==> src/rtl/gos_pkg.sv <==
// ----------------------------------------------------------------------------
// gos_pkg
// Shared types and constants of the three-axis gyro offset / smoothing block.
// ----------------------------------------------------------------------------
package gos_pkg;

  // Axis count and field widths
  localparam int unsigned NumAxes   = 3;
  localparam int unsigned SampleW   = 16;
  localparam int unsigned RateW     = 24;
  localparam int unsigned SumW      = 33;
  localparam int unsigned CountW    = 16;
  localparam int unsigned WeightW   = 8;
  localparam int unsigned LimitW    = 15;
  localparam int unsigned CfgDataW  = 16;
  localparam int unsigned CfgIdxW   = 3;
  localparam int unsigned KindW     = 2;

  // Filter weights are in 1/256 units; round half up before the shift
  localparam int unsigned WeightOne = 256;
  localparam int unsigned WeightSh  = 8;
  localparam int          RoundBias = 128;

  // Saturation bounds of a filtered rate
  localparam logic [RateW-1:0] RateMax = 24'h7F_FFFF;
  localparam logic [RateW-1:0] RateMin = 24'h80_0000;

  // One restoring step per quotient bit of the calibration sum
  localparam int unsigned DivSteps = SumW;
  localparam int unsigned DivCntW  = $clog2(DivSteps + 1);

  // Register reset values
  localparam logic [WeightW-1:0] SmoothingRst = 8'd205;
  localparam logic [LimitW-1:0]  DeadbandRst  = 15'd66;
  localparam logic [LimitW-1:0]  ZLimitRst    = 15'd3275;
  localparam logic [LimitW-1:0]  XyLimitRst   = 15'd2620;
  localparam logic [CountW-1:0]  CalCountRst  = 16'd100;

  // Item kinds
  typedef enum logic [KindW-1:0] {
    KIND_START = 2'd0,
    KIND_CALIB = 2'd1,
    KIND_MEAS  = 2'd2,
    KIND_RSVD  = 2'd3
  } kind_e;

  // Configuration register indexes
  typedef enum logic [CfgIdxW-1:0] {
    CFG_SMOOTHING = 3'd0,
    CFG_DEADBAND  = 3'd1,
    CFG_Z_LIMIT   = 3'd2,
    CFG_XY_LIMIT  = 3'd3,
    CFG_CAL_COUNT = 3'd4
  } cfg_idx_e;

  // Controller states
  typedef enum logic [2:0] {
    ST_IDLE,
    ST_CLR,
    ST_ACC,
    ST_DLD,
    ST_DIV,
    ST_MUL,
    ST_UPD,
    ST_OUT
  } state_e;

  // Per-cycle commands from the controller to every lane
  typedef struct packed {
    logic clr;       // clear calibration sum
    logic acc;       // add sample to calibration sum
    logic div_load;  // load divider from calibration sum
    logic div_step;  // one restoring division step
    logic div_last;  // final step: write offset
    logic mul;       // register filter products
    logic upd;       // update filter value
  } lane_ctl_t;

  // Filter settings shared by the lanes
  typedef struct packed {
    logic [WeightW-1:0] smoothing;
    logic [LimitW-1:0]  deadband;
  } lane_cfg_t;

endpackage

==> src/rtl/gos_lane.sv <==
// ----------------------------------------------------------------------------
// gos_lane
// One axis: calibration sum, bit-serial offset divider, offset subtraction,
// exponential average with saturation and deadband.
// ----------------------------------------------------------------------------
module gos_lane
  import gos_pkg::*;
#(
  parameter int unsigned FRAC_BITS = 8
) (
  input  logic                      clk_i,
  input  logic                      rst_ni,
  input  lane_ctl_t                 ctl_i,
  input  lane_cfg_t                 cfg_i,
  input  logic signed [SampleW-1:0] sample_i,
  input  logic [CountW-1:0]         divisor_i,
  output logic signed [RateW-1:0]   rate_o
);

  localparam int unsigned PoldW = WeightW + 1 + RateW;
  localparam int unsigned PnewW = WeightW + 2 + SampleW;
  localparam int unsigned AccA  = PnewW + FRAC_BITS + 1;
  localparam int unsigned AccW  = (AccA > PoldW + 1) ? AccA : PoldW + 1;
  localparam int unsigned ShrW  = AccW - WeightSh;
  localparam int unsigned CmpA  = LimitW + FRAC_BITS;
  localparam int unsigned CmpW  = (CmpA > RateW) ? CmpA : RateW;

  logic signed [RateW-1:0]   filt_q, filt_d;
  logic signed [SampleW-1:0] off_q, off_d;
  logic signed [SumW-1:0]    sum_q, sum_d;
  logic signed [PoldW-1:0]   p_old_q, p_old_d;
  logic signed [PnewW-1:0]   p_new_q, p_new_d;
  logic [CountW-1:0]         rem_q, rem_d;
  logic [SumW-1:0]           dvd_q, dvd_d;
  logic                      neg_q, neg_d;

  // Divider step signals
  logic [CountW:0]           rem_sh;
  logic                      fits;
  logic [CountW-1:0]         rem_nx;
  logic [SumW-1:0]           dvd_nx;
  logic [SampleW-1:0]        quo;

  // Filter signals
  logic signed [SampleW-1:0] diff;
  logic [WeightW:0]          wt_new;
  logic signed [AccW-1:0]    acc;
  logic signed [ShrW-1:0]    shr;
  logic [ShrW-RateW:0]       hi;
  logic [RateW-1:0]          sat;
  logic [RateW-1:0]          mag;
  logic [CmpW-1:0]           db_lim;

  // Restoring division step on the magnitude of the sum
  always_comb begin
    rem_sh = {rem_q, dvd_q[SumW-1]};
    fits   = (rem_sh >= {1'b0, divisor_i});
    rem_nx = fits ? CountW'(rem_sh - {1'b0, divisor_i}) : rem_sh[CountW-1:0];
    dvd_nx = {dvd_q[SumW-2:0], fits};
    quo    = dvd_nx[SampleW-1:0];
  end

  // Form the two weighted products
  always_comb begin
    diff    = sample_i - off_q;
    wt_new  = (WeightW+1)'(WeightOne) - {1'b0, cfg_i.smoothing};
    p_old_d = $signed({1'b0, cfg_i.smoothing}) * filt_q;
    p_new_d = $signed({1'b0, wt_new}) * diff;
  end

  // Sum, round, shift, saturate and apply the deadband
  always_comb begin
    acc    = AccW'(p_old_q) + (AccW'(p_new_q) <<< FRAC_BITS) + AccW'(RoundBias);
    shr    = $signed(acc[AccW-1:WeightSh]);
    hi     = shr[ShrW-1:RateW-1];
    if ((&hi) || (~|hi)) begin
      sat = shr[RateW-1:0];
    end else begin
      sat = shr[ShrW-1] ? RateMin : RateMax;
    end
    mag    = sat[RateW-1] ? RateW'(-sat) : sat;
    db_lim = CmpW'(cfg_i.deadband) << FRAC_BITS;
  end

  // Next state of the lane registers
  always_comb begin
    filt_d = filt_q;
    off_d  = off_q;
    sum_d  = sum_q;
    rem_d  = rem_q;
    dvd_d  = dvd_q;
    neg_d  = neg_q;
    if (ctl_i.clr) begin
      sum_d = '0;
    end
    if (ctl_i.acc) begin
      sum_d = sum_q + SumW'(sample_i);
    end
    if (ctl_i.div_load) begin
      neg_d = sum_q[SumW-1];
      dvd_d = sum_q[SumW-1] ? SumW'(-sum_q) : sum_q;
      rem_d = '0;
    end
    if (ctl_i.div_step) begin
      rem_d = rem_nx;
      dvd_d = dvd_nx;
    end
    if (ctl_i.div_last) begin
      off_d = neg_q ? $signed(SampleW'(-quo)) : $signed(quo);
    end
    if (ctl_i.upd) begin
      filt_d = (CmpW'(mag) < db_lim) ? '0 : $signed(sat);
    end
  end

  // Hold lane state
  always_ff @(posedge clk_i or negedge rst_ni) begin
    if (!rst_ni) begin
      filt_q <= '0;
      off_q  <= '0;
      sum_q  <= '0;
    end else begin
      filt_q <= filt_d;
      off_q  <= off_d;
      sum_q  <= sum_d;
    end
  end

  // Hold products and divider datapath
  always_ff @(posedge clk_i) begin
    if (ctl_i.mul) begin
      p_old_q <= p_old_d;
      p_new_q <= p_new_d;
    end
    rem_q <= rem_d;
    dvd_q <= dvd_d;
    neg_q <= neg_d;
  end

  assign rate_o = filt_q;

endmodule

==> src/rtl/gos_merge.sv <==
// ----------------------------------------------------------------------------
// gos_merge
// Combine the lane rates with gesture flags and the calibration state into
// one result beat, held in the output register.
// ----------------------------------------------------------------------------
module gos_merge
  import gos_pkg::*;
#(
  parameter int unsigned FRAC_BITS = 8
) (
  input  logic                    clk_i,
  input  logic                    rst_ni,
  input  logic                    load_i,
  input  logic signed [RateW-1:0] rate_x_i,
  input  logic signed [RateW-1:0] rate_y_i,
  input  logic signed [RateW-1:0] rate_z_i,
  input  logic [LimitW-1:0]       z_limit_i,
  input  logic [LimitW-1:0]       xy_limit_i,
  input  logic                    calibrated_i,
  output logic                    m_axis_tvalid,
  input  logic                    m_axis_tready,
  // [23:0] rate_x, [47:24] rate_y, [71:48] rate_z, [72] flag_x,
  // [73] flag_y, [74] flag_z, [75] calibrated, [79:76] zero
  output logic [79:0]             m_axis_tdata
);

  localparam int unsigned CmpA = LimitW + FRAC_BITS + 1;
  localparam int unsigned CmpW = (CmpA > RateW + 1) ? CmpA : RateW + 1;

  logic            valid_q, valid_d;
  logic [79:0]     data_q, data_d;
  logic [CmpW-1:0] xy_lim, z_lim;
  logic            flag_x, flag_y, flag_z;

  // Compare each rate against its scaled limit
  always_comb begin
    xy_lim = CmpW'(xy_limit_i) << FRAC_BITS;
    z_lim  = CmpW'(z_limit_i) << FRAC_BITS;
    flag_x = $signed(CmpW'(rate_x_i)) > $signed(xy_lim);
    flag_y = $signed(CmpW'(rate_y_i)) > $signed(xy_lim);
    flag_z = $signed(CmpW'(rate_z_i)) > $signed(z_lim);
  end

  // Pack the beat and track the output slot
  always_comb begin
    data_d  = load_i ? {4'd0, calibrated_i, flag_z, flag_y, flag_x,
                        rate_z_i, rate_y_i, rate_x_i} : data_q;
    valid_d = load_i | (valid_q & ~m_axis_tready);
  end

  always_ff @(posedge clk_i or negedge rst_ni) begin
    if (!rst_ni) begin
      valid_q <= 1'b0;
    end else begin
      valid_q <= valid_d;
    end
  end

  always_ff @(posedge clk_i) begin
    data_q <= data_d;
  end

  assign m_axis_tvalid = valid_q;
  assign m_axis_tdata  = data_q;

endmodule

==> src/rtl/gyro_offset_smooth_deadband_top.sv <==
// ----------------------------------------------------------------------------
// gyro_offset_smooth_deadband_top
// Three-axis gyro conditioner: offset calibration, smoothing, deadband and
// gesture flags, one lane per axis and a merge stage for the result beat.
// ----------------------------------------------------------------------------
// Flow: a measurement passes through the product and update states to the output
// state; start clears the sum and a counted calibration adds to it first; an
// ignored calibration or reserved kind goes straight to output; the beat that
// completes a calibration run first runs the 33 steps of the per-lane bit-serial
// offset divider. Input is taken only in idle; a stalled result slot holds it off.
// Reset: asynchronous, active low; config and state registers take defaults.
module gyro_offset_smooth_deadband_top
  import gos_pkg::*;
#(
  parameter int unsigned FRAC_BITS = 8
) (
  input  logic                clk_i,
  input  logic                rst_ni,
  // Configuration write port
  input  logic                cfg_we_i,
  input  logic [CfgIdxW-1:0]  cfg_idx_i,
  input  logic [CfgDataW-1:0] cfg_data_i,
  // Sample stream
  input  logic                s_axis_tvalid,
  output logic                s_axis_tready,
  // [15:0] sample_x, [31:16] sample_y, [47:32] sample_z
  input  logic [47:0]         s_axis_tdata,
  // [1:0] kind
  input  logic [KindW-1:0]    s_axis_tuser,
  // Result stream
  output logic                m_axis_tvalid,
  input  logic                m_axis_tready,
  // [23:0] rate_x, [47:24] rate_y, [71:48] rate_z, [72] flag_x,
  // [73] flag_y, [74] flag_z, [75] calibrated, [79:76] zero
  output logic [79:0]         m_axis_tdata
);

  // Configuration registers
  logic [WeightW-1:0] smoothing_q;
  logic [LimitW-1:0]  deadband_q, z_limit_q, xy_limit_q;
  logic [CountW-1:0]  cal_count_q;

  // Controller and calibration state
  state_e               state_q, state_d;
  logic [CountW-1:0]    seen_q, seen_d;
  logic                 done_q, done_d;
  logic [DivCntW-1:0]   div_cnt_q, div_cnt_d;
  logic [47:0]          samp_q;
  logic                 accept;
  logic [CountW-1:0]    seen_inc;
  logic                 cal_complete;
  logic                 div_last;
  logic                 out_load;
  lane_ctl_t            ctl;
  lane_cfg_t            lane_cfg;
  logic signed [RateW-1:0] rate [NumAxes];

  assign accept       = s_axis_tvalid & s_axis_tready;
  assign seen_inc     = seen_q + CountW'(1);
  assign cal_complete = (seen_inc >= cal_count_q) && (seen_inc != '0);
  assign div_last     = (div_cnt_q == DivCntW'(DivSteps - 1));

  // Write configuration registers
  always_ff @(posedge clk_i or negedge rst_ni) begin
    if (!rst_ni) begin
      smoothing_q <= SmoothingRst;
      deadband_q  <= DeadbandRst;
      z_limit_q   <= ZLimitRst;
      xy_limit_q  <= XyLimitRst;
      cal_count_q <= CalCountRst;
    end else if (cfg_we_i) begin
      unique case (cfg_idx_e'(cfg_idx_i))
        CFG_SMOOTHING: smoothing_q <= cfg_data_i[WeightW-1:0];
        CFG_DEADBAND:  deadband_q  <= cfg_data_i[LimitW-1:0];
        CFG_Z_LIMIT:   z_limit_q   <= cfg_data_i[LimitW-1:0];
        CFG_XY_LIMIT:  xy_limit_q  <= cfg_data_i[LimitW-1:0];
        CFG_CAL_COUNT: cal_count_q <= cfg_data_i;
        default: ;
      endcase
    end
  end

  // Next state
  always_comb begin
    state_d = state_q;
    unique case (state_q)
      ST_IDLE: begin
        if (accept) begin
          unique case (kind_e'(s_axis_tuser))
            KIND_START: state_d = ST_CLR;
            KIND_CALIB: state_d = done_q ? ST_OUT : ST_ACC;
            KIND_MEAS:  state_d = ST_MUL;
            KIND_RSVD:  state_d = ST_OUT;
            default:    state_d = ST_OUT;
          endcase
        end
      end
      ST_CLR:  state_d = ST_OUT;
      ST_ACC:  state_d = cal_complete ? ST_DLD : ST_OUT;
      ST_DLD:  state_d = ST_DIV;
      ST_DIV:  state_d = div_last ? ST_OUT : ST_DIV;
      ST_MUL:  state_d = ST_UPD;
      ST_UPD:  state_d = ST_OUT;
      ST_OUT:  state_d = (!m_axis_tvalid || m_axis_tready) ? ST_IDLE : ST_OUT;
      default: state_d = ST_IDLE;
    endcase
  end

  // Controller outputs
  always_comb begin
    ctl           = '0;
    out_load      = 1'b0;
    s_axis_tready = 1'b0;
    seen_d        = seen_q;
    done_d        = done_q;
    div_cnt_d     = div_cnt_q;
    unique case (state_q)
      ST_IDLE: s_axis_tready = 1'b1;
      ST_CLR: begin
        ctl.clr = 1'b1;
        seen_d  = '0;
        done_d  = 1'b0;
      end
      ST_ACC: begin
        ctl.acc = 1'b1;
        seen_d  = seen_inc;
      end
      ST_DLD: begin
        ctl.div_load = 1'b1;
        div_cnt_d    = '0;
      end
      ST_DIV: begin
        ctl.div_step = 1'b1;
        ctl.div_last = div_last;
        div_cnt_d    = div_cnt_q + DivCntW'(1);
        if (div_last) begin
          done_d = 1'b1;
        end
      end
      ST_MUL: ctl.mul = 1'b1;
      ST_UPD: ctl.upd = 1'b1;
      ST_OUT: out_load = !m_axis_tvalid || m_axis_tready;
      default: ;
    endcase
  end

  // Hold controller state
  always_ff @(posedge clk_i or negedge rst_ni) begin
    if (!rst_ni) begin
      state_q   <= ST_IDLE;
      seen_q    <= '0;
      done_q    <= 1'b0;
      div_cnt_q <= '0;
    end else begin
      state_q   <= state_d;
      seen_q    <= seen_d;
      done_q    <= done_d;
      div_cnt_q <= div_cnt_d;
    end
  end

  // Capture the accepted samples
  always_ff @(posedge clk_i) begin
    if (accept) begin
      samp_q <= s_axis_tdata;
    end
  end

  assign lane_cfg.smoothing = smoothing_q;
  assign lane_cfg.deadband  = deadband_q;

  // One lane per axis
  for (genvar a = 0; a < NumAxes; a++) begin : g_lane
    gos_lane #(
      .FRAC_BITS (FRAC_BITS)
    ) u_lane (
      .clk_i     (clk_i),
      .rst_ni    (rst_ni),
      .ctl_i     (ctl),
      .cfg_i     (lane_cfg),
      .sample_i  ($signed(samp_q[a*SampleW +: SampleW])),
      .divisor_i (seen_q),
      .rate_o    (rate[a])
    );
  end

  // Merge lanes into the result beat
  gos_merge #(
    .FRAC_BITS (FRAC_BITS)
  ) u_merge (
    .clk_i         (clk_i),
    .rst_ni        (rst_ni),
    .load_i        (out_load),
    .rate_x_i      (rate[0]),
    .rate_y_i      (rate[1]),
    .rate_z_i      (rate[2]),
    .z_limit_i     (z_limit_q),
    .xy_limit_i    (xy_limit_q),
    .calibrated_i  (done_q),
    .m_axis_tvalid (m_axis_tvalid),
    .m_axis_tready (m_axis_tready),
    .m_axis_tdata  (m_axis_tdata)
  );

  // A stalled result slot keeps the controller waiting
  a_out_wait: assert property (@(posedge clk_i) disable iff (!rst_ni)
    (state_q == ST_OUT && m_axis_tvalid && !m_axis_tready) |=> (state_q == ST_OUT))
    else $error("result overwritten while stalled");

  // The divider never runs past its step count
  a_div_bound: assert property (@(posedge clk_i) disable iff (!rst_ni)
    (state_q == ST_DIV) |-> (div_cnt_q < DivCntW'(DivSteps)))
    else $error("divider step count overrun");

  // Calibration is only marked done by the last divider step
  a_done_src: assert property (@(posedge clk_i) disable iff (!rst_ni)
    $rose(done_q) |-> ($past(state_q) == ST_DIV && $past(div_last)))
    else $error("calibrated set outside divider completion");

endmodule
==> config.mk <==
export PLATFORM = sky130hd
export DESIGN_NAME = gyro_offset_smooth_deadband_top
export DESIGN_NICKNAME = d
export VERILOG_FILES = /design/src/rtl/gos_pkg.sv /design/src/rtl/gos_lane.sv /design/src/rtl/gos_merge.sv /design/src/rtl/gyro_offset_smooth_deadband_top.sv
export SDC_FILE = /design/constraint.sdc
export NUM_CORES = 2
export LEC_CHECK = 0
export CORE_UTILIZATION = 66
export CTS_CLUSTER_SIZE = 10
export DETAILED_ROUTE_END_ITERATION = 10
export DONT_BUFFER_PORTS = 1
export GPL_TIMING_DRIVEN = 1
export PLACE_DENSITY = 0.79
export SLEW_MARGIN = 10
export SYNTH_ARGS = -nofsm -noshare
export SYNTH_HDL_FRONTEND = slang
export SYNTH_SLANG_ARGS = --single-unit
export TNS_END_PERCENT = 50
==> constraint.sdc <==
create_clock -name clk_i -period 25.4 [get_ports clk_i]
set_clock_uncertainty 0.2 [all_clocks]
set_input_delay 5.08 -clock clk_i [delete_from_list [all_inputs] [get_ports clk_i]]
set_output_delay 5.08 -clock clk_i [all_outputs]
set_load 0.005 [all_outputs]
# Word-level counts from Yosys, hierarchy flattened
# Cells that the tools add are included.
# word_totals
register_bits,766
out_inout_bits,82
wordCells,185
# op_classes
addsub,27
mul,6
order_cmp,10
eq_ne,17
n_mux,54
n_bitwise,4
reduce_logical,31
# ops
cell,n
$mux W33,13
$mux W24,12
$mux W16,10
$add A33 B34 Y35,3
$add A35 B9 Y35 const B,3
$add A33 B16 Y33,3
$mul A9 B24 Y33,3
$neg A33 Y33,3
$sub A16 B16 Y16,6
$mul A10 B16 Y26,3
$gt A24 B24 Y1,3
$lt A24 B23 Y1,3
$neg A24 Y24,3
$ge A17 B16 Y1,3
$neg A16 Y16,3
$pmux W16 S2,1
$pmux W3 S7,1
$add A16 B1 Y16 const B,1
$ge A16 B16 Y1,1
$reduce_bool A16 Y1,1
$eq A3 B3 Y1 const B,5
$eq A3 B2 Y1 const B,4
$mux W3,4
$pmux W3 S4,1
24 further kinds,56

# Logic depth before layout (Yosys ltp)
# logic_depth
ltp_word,10
mapped_depth,33

# Cells and area by module
# From an unflattened synthesis, not the netlist that was laid out.
# unflattened
hier_cells,9159
hier_area_um2,84162.0
# modules_own_cells
module,instances,cells_per_inst,area_per_inst_um2,seq_area_each_um2
gos_lane at g_lane[1].u_lane,1,2841,24982.7,4889.7
gos_lane at g_lane[2].u_lane,1,2798,24790.0,4889.7
gos_lane at g_lane[0].u_lane,1,2818,24718.7,4889.7
gyro_offset_smooth_deadband_top,1,467,6127.1,3847.4
gos_merge,1,235,3543.4,2307.2

# Least setup slack after synthesis
# Ideal clock, no wire load.
# synth_timing
path_type,input to register
startpoint,input m_axis_tready
endpoint,register state_q[2]
setup_time_ns,0.125
t_arrival_ns,8.965
slack_ns,16.110
path_stages,4
n_path_buf,0
path_cell_list,nor2b_1 nor2_1 o221ai_1 a211o_1
# synth_via
elab_chain_len,3
# synth_lines
item,line,text
from (decl),gyro_offset_smooth_deadband_top.sv:32,"input logic m_axis_tready,"
$logic_or A1 B1 Y1,gyro_offset_smooth_deadband_top.sv:104,ST_OUT: state_d = (!m_axis_tvalid || m_axis_tready) ? ST_IDLE : ST_OUT;
$mux W3,gyro_offset_smooth_deadband_top.sv:104,
$pmux W3 S7,gyro_offset_smooth_deadband_top.sv:86,unique case (state_q)
to (signal assigned),gyro_offset_smooth_deadband_top.sv:155,state_q <= state_d;
to (decl),gyro_offset_smooth_deadband_top.sv:44,"state_e state_q, state_d;"
# Every way passes these cells.
# A chain may end at the register's enable or synchronous reset.

# Worst setup path in the final report
# layout_timing
startpoint,register g_lane[2].u_lane.off_q[0]
endpoint,"register g_lane[2].u_lane.p_new_q[24], data pin"
# layout_via
elab_chain_len,2
# layout_lines
item,line,text
from (decl),gos_lane.sv:29,"logic signed [SampleW-1:0] off_q, off_d;"
from (signal assigned),gos_lane.sv:120,off_q <= '0;
from (signal assigned),gos_lane.sv:124,off_q <= off_d;
$sub A16 B16 Y16,gos_lane.sv:65,diff = sample_i - off_q;
$mul A10 B16 Y26,gos_lane.sv:68,"p_new_d = $signed({1'b0, wt_new}) * diff;"
via g_lane[2].u_lane.p_new_d[24],gos_lane.sv:32,"logic signed [PnewW-1:0] p_new_q, p_new_d;"
to (signal assigned),gos_lane.sv:133,p_new_q <= p_new_d;
to (decl),gos_lane.sv:32,
# The timed path passes the listed nets, and every way through them passes these cells.

==> metrics <==
Post-Synth XOR/XNOR Area=0.0561; Vias=64.7k; Routed Antenna Nets=0; worst hold path startpoint=g_lane[0].u_lane.off_q[3]; Post-Place Worst Slack=16.17 ns; crit path time final=9.30 ns; largest net degree at the start of global routing=roughly 320; Die ar.=126000 um^2; Max stage delay cell, worst path=a2111oi_0; EDFF count, synth=430; worst r2r path cells=30; TritonCTS clock tree=yes; via density per instance=6.11; DRT iter0 DRCs=~5.7k; reg2reg setup slack=16.10 ns; RSZ-0062 raised after global routing=false; RR Startpoint=g_lane[2].u_lane.off_q[0]; Post-Syn Area=82300 um^2; Synth Area in Compound Gates=0.135; Placed Area=83700 um^2; largest family of logic cells by synthesized area=adder cells; synth unique cells=113; layout cells sized above 1=0.0414; TNS Setup=0 ns; reg2reg end=g_lane[2].u_lane.p_new_q[24]; final setup margin=16.10 ns; DRC errors left=0; clk sink count=745; number of H-tree levels=3; Fin. Hold Viols=0; Slew Viols, Final=about 140; Post-synth ARST share=0.423; fin nets=10.5k; Hold Path Depth=2; hold path endpoint=g_lane[0].u_lane.off_q[3]; total grt overflow=0; Simple-Gate Fraction of Synth Area=0.160; final std cells w/o fill=10.6k; Clk pin slew, worst setup/hold paths=0.06 ns; clk root buf=clkbuf_16; failing checks=max-slew violations; Worst Path Arrival=9.58 ns; outcome=finished, violations left; Detailed Route WL=218000 um; mean post-synth cell area=9.11 um^2; synth top area cells=fa_1, edfxtp_1, ha_1; Rows=between 100 and 150; HPWL after DPL=163000 um; period utilization=0.366; Die Ht=about 360 um; Port Buffers=0; Setup Buffers After CTS=0; DR pass1 iterations=6; most frequent cell after synthesis=inv_1; first-pass GRT wire length=roughly 350000 um; post-synth top area share=0.201; Main synth FF type=edfxtp_1; Top cell by count, worst path=fa_1; slowest stage delay, CP=0.65 ns; deepest clock path buffer count=3; Critical Path RT=~26 ns; Core Footprint=124000 um^2; PostCTS Resize Cnt=0; worst min path class=reg -> reg; I/O pin count=156; worst-margin pin slew=2.03 ns; Seq cells post-synth=roughly 750; average wire per standard cell=20.6 um; critical path type=reg -> reg; final design area excluding fillers=between 80000 and 90000 um^2; chip width=around 360 um; proportion of synthesized area in mux cells=0.00761; crit path launch type=register; hold buffer count at cts=0; element type at the critical path end=register; f_max=107 MHz; gr usage total=0.351; CP max FO=9; CTS Buf Count=a little over 90; cell taking the most area after synthesis=fa_1; maxcap violations=0; initial antenna violation count=19; register area share after synthesis=0.253; Max-slew headroom=-0.355; Syn. warnings=0; top cells by count, synth=inv_1, nand2_1, fa_1; Final setup viols=0; GP Congestion=0.965; synthesis-to-finish area growth=5.37%; vias in the first global route=64.7k; Initial Util=0.665; Cells after DPL=10.4k; worst-skew pair later-pin latency=0.74 ns; Mapped Cells=9028; adder-cell area share of the yosys netlist=0.313
-- worst max-delay path, delay by kind of cell (launching register included) --
| family | cells | cell delay, ns |
|---|---|---|
| simple gates | 4 | 0.86 |
| fa+ha+maj | 8 | 3.53 |
| xor+xnor | 1 | 0.18 |
| buf+inv | 3 | 0.15 |
| flops | 1 | 0.38 |
| compound gates | 14 | 3.74 |
-- logic make-up after synthesis --
logic type | after synthesis
mux | 59
compound gates | 1767
simple gates | 2751
flops | 745
buf+inv | 1619
other cells | 1
fa+ha+maj | 1562
xor+xnor | 524
-- cell type report --
cell class	count	area, um^2
clock buffer	157	2710
multi-input combinational	6667	55500
inverter	1290	4840
fill	9505	37000
tap	1637	2050
sequential	745	20800
timing repair buffer	64	480
clock inverter	17	216
antenna	11	27.5
-- flip-flops by register name (all words and copies together), names as in the netlist, 6 cells and up --
register	flops
div_cnt_q	6
g_lane.u_lane.p_new_q	78
samp_q	48
g_lane.u_lane.sum_q	99
u_merge.m_axis_tdata	76
smoothing_q	8
g_lane.u_lane.off_q	48
cal_count_q	16
deadband_q	15
g_lane.u_lane.rate_o	72
seen_q	16
g_lane.u_lane.dvd_q	99
g_lane.u_lane.p_old_q	78
g_lane.u_lane.rem_q	48
z_limit_q	15
xy_limit_q	15
-- placed cells by master (no fill, tap or decap), types with 289 or more instances in the layout --
cell      netlist  final
nand2_1      1076   1074
and2_1        415    415
fa_1          825    825
nor2_1        518    516
a21oi_1       459    458
ha_1          737    737
dfrtp_1       292    289
inv_1        1289   1288
o21ai_0       551    550
edfxtp_1      430    430
-- worst max path at each step --
stage | startpoint | cells after the start | to | slack (ns)
floorplan | m_axis_tready | 4 | state_q[2] | 16.11
global placement | g_lane[2].u_lane.off_q[0] | 30 | g_lane[2].u_lane.p_new_q[24] | 16.42
detailed placement | g_lane[2].u_lane.off_q[0] | 30 | g_lane[2].u_lane.p_new_q[24] | 16.17
CTS | g_lane[2].u_lane.off_q[0] | 30 | g_lane[2].u_lane.p_new_q[24] | 16.14
global route | samp_q[32] | 31 | g_lane[2].u_lane.p_new_q[24] | 15.56
finish | g_lane[2].u_lane.off_q[0] | 30 | g_lane[2].u_lane.p_new_q[24] | 16.10
-- layer usage --
| metal | track usage | part of all wire |
|---|---|---|
| met5 | 0 | 0.00078 |
| met4 | 0.142 | 0.045 |
| met3 | 0.0561 | 0.079 |
| met2 | 0.574 | 0.46 |
| met1 | 0.470 | 0.41 |
-- stage by stage --
| step | utilization | hold WS, ns |
|---|---|---|
| 3_5_place_dp | 0.677 | 0.270 |
| 4_1_cts | 0.701 | 0.283 |
| 3_3_place_gp | 0.677 | 0.261 |
| 2_1_floorplan | - | 0.223 |
| 5_1_grt | 0.701 | 0.296 |
| 6_report | 0.701 | 0.281 |
Power is left out: the tool's default activity adds up to more than one toggle a clock period on the data nets, which glitch-free logic cannot reach.
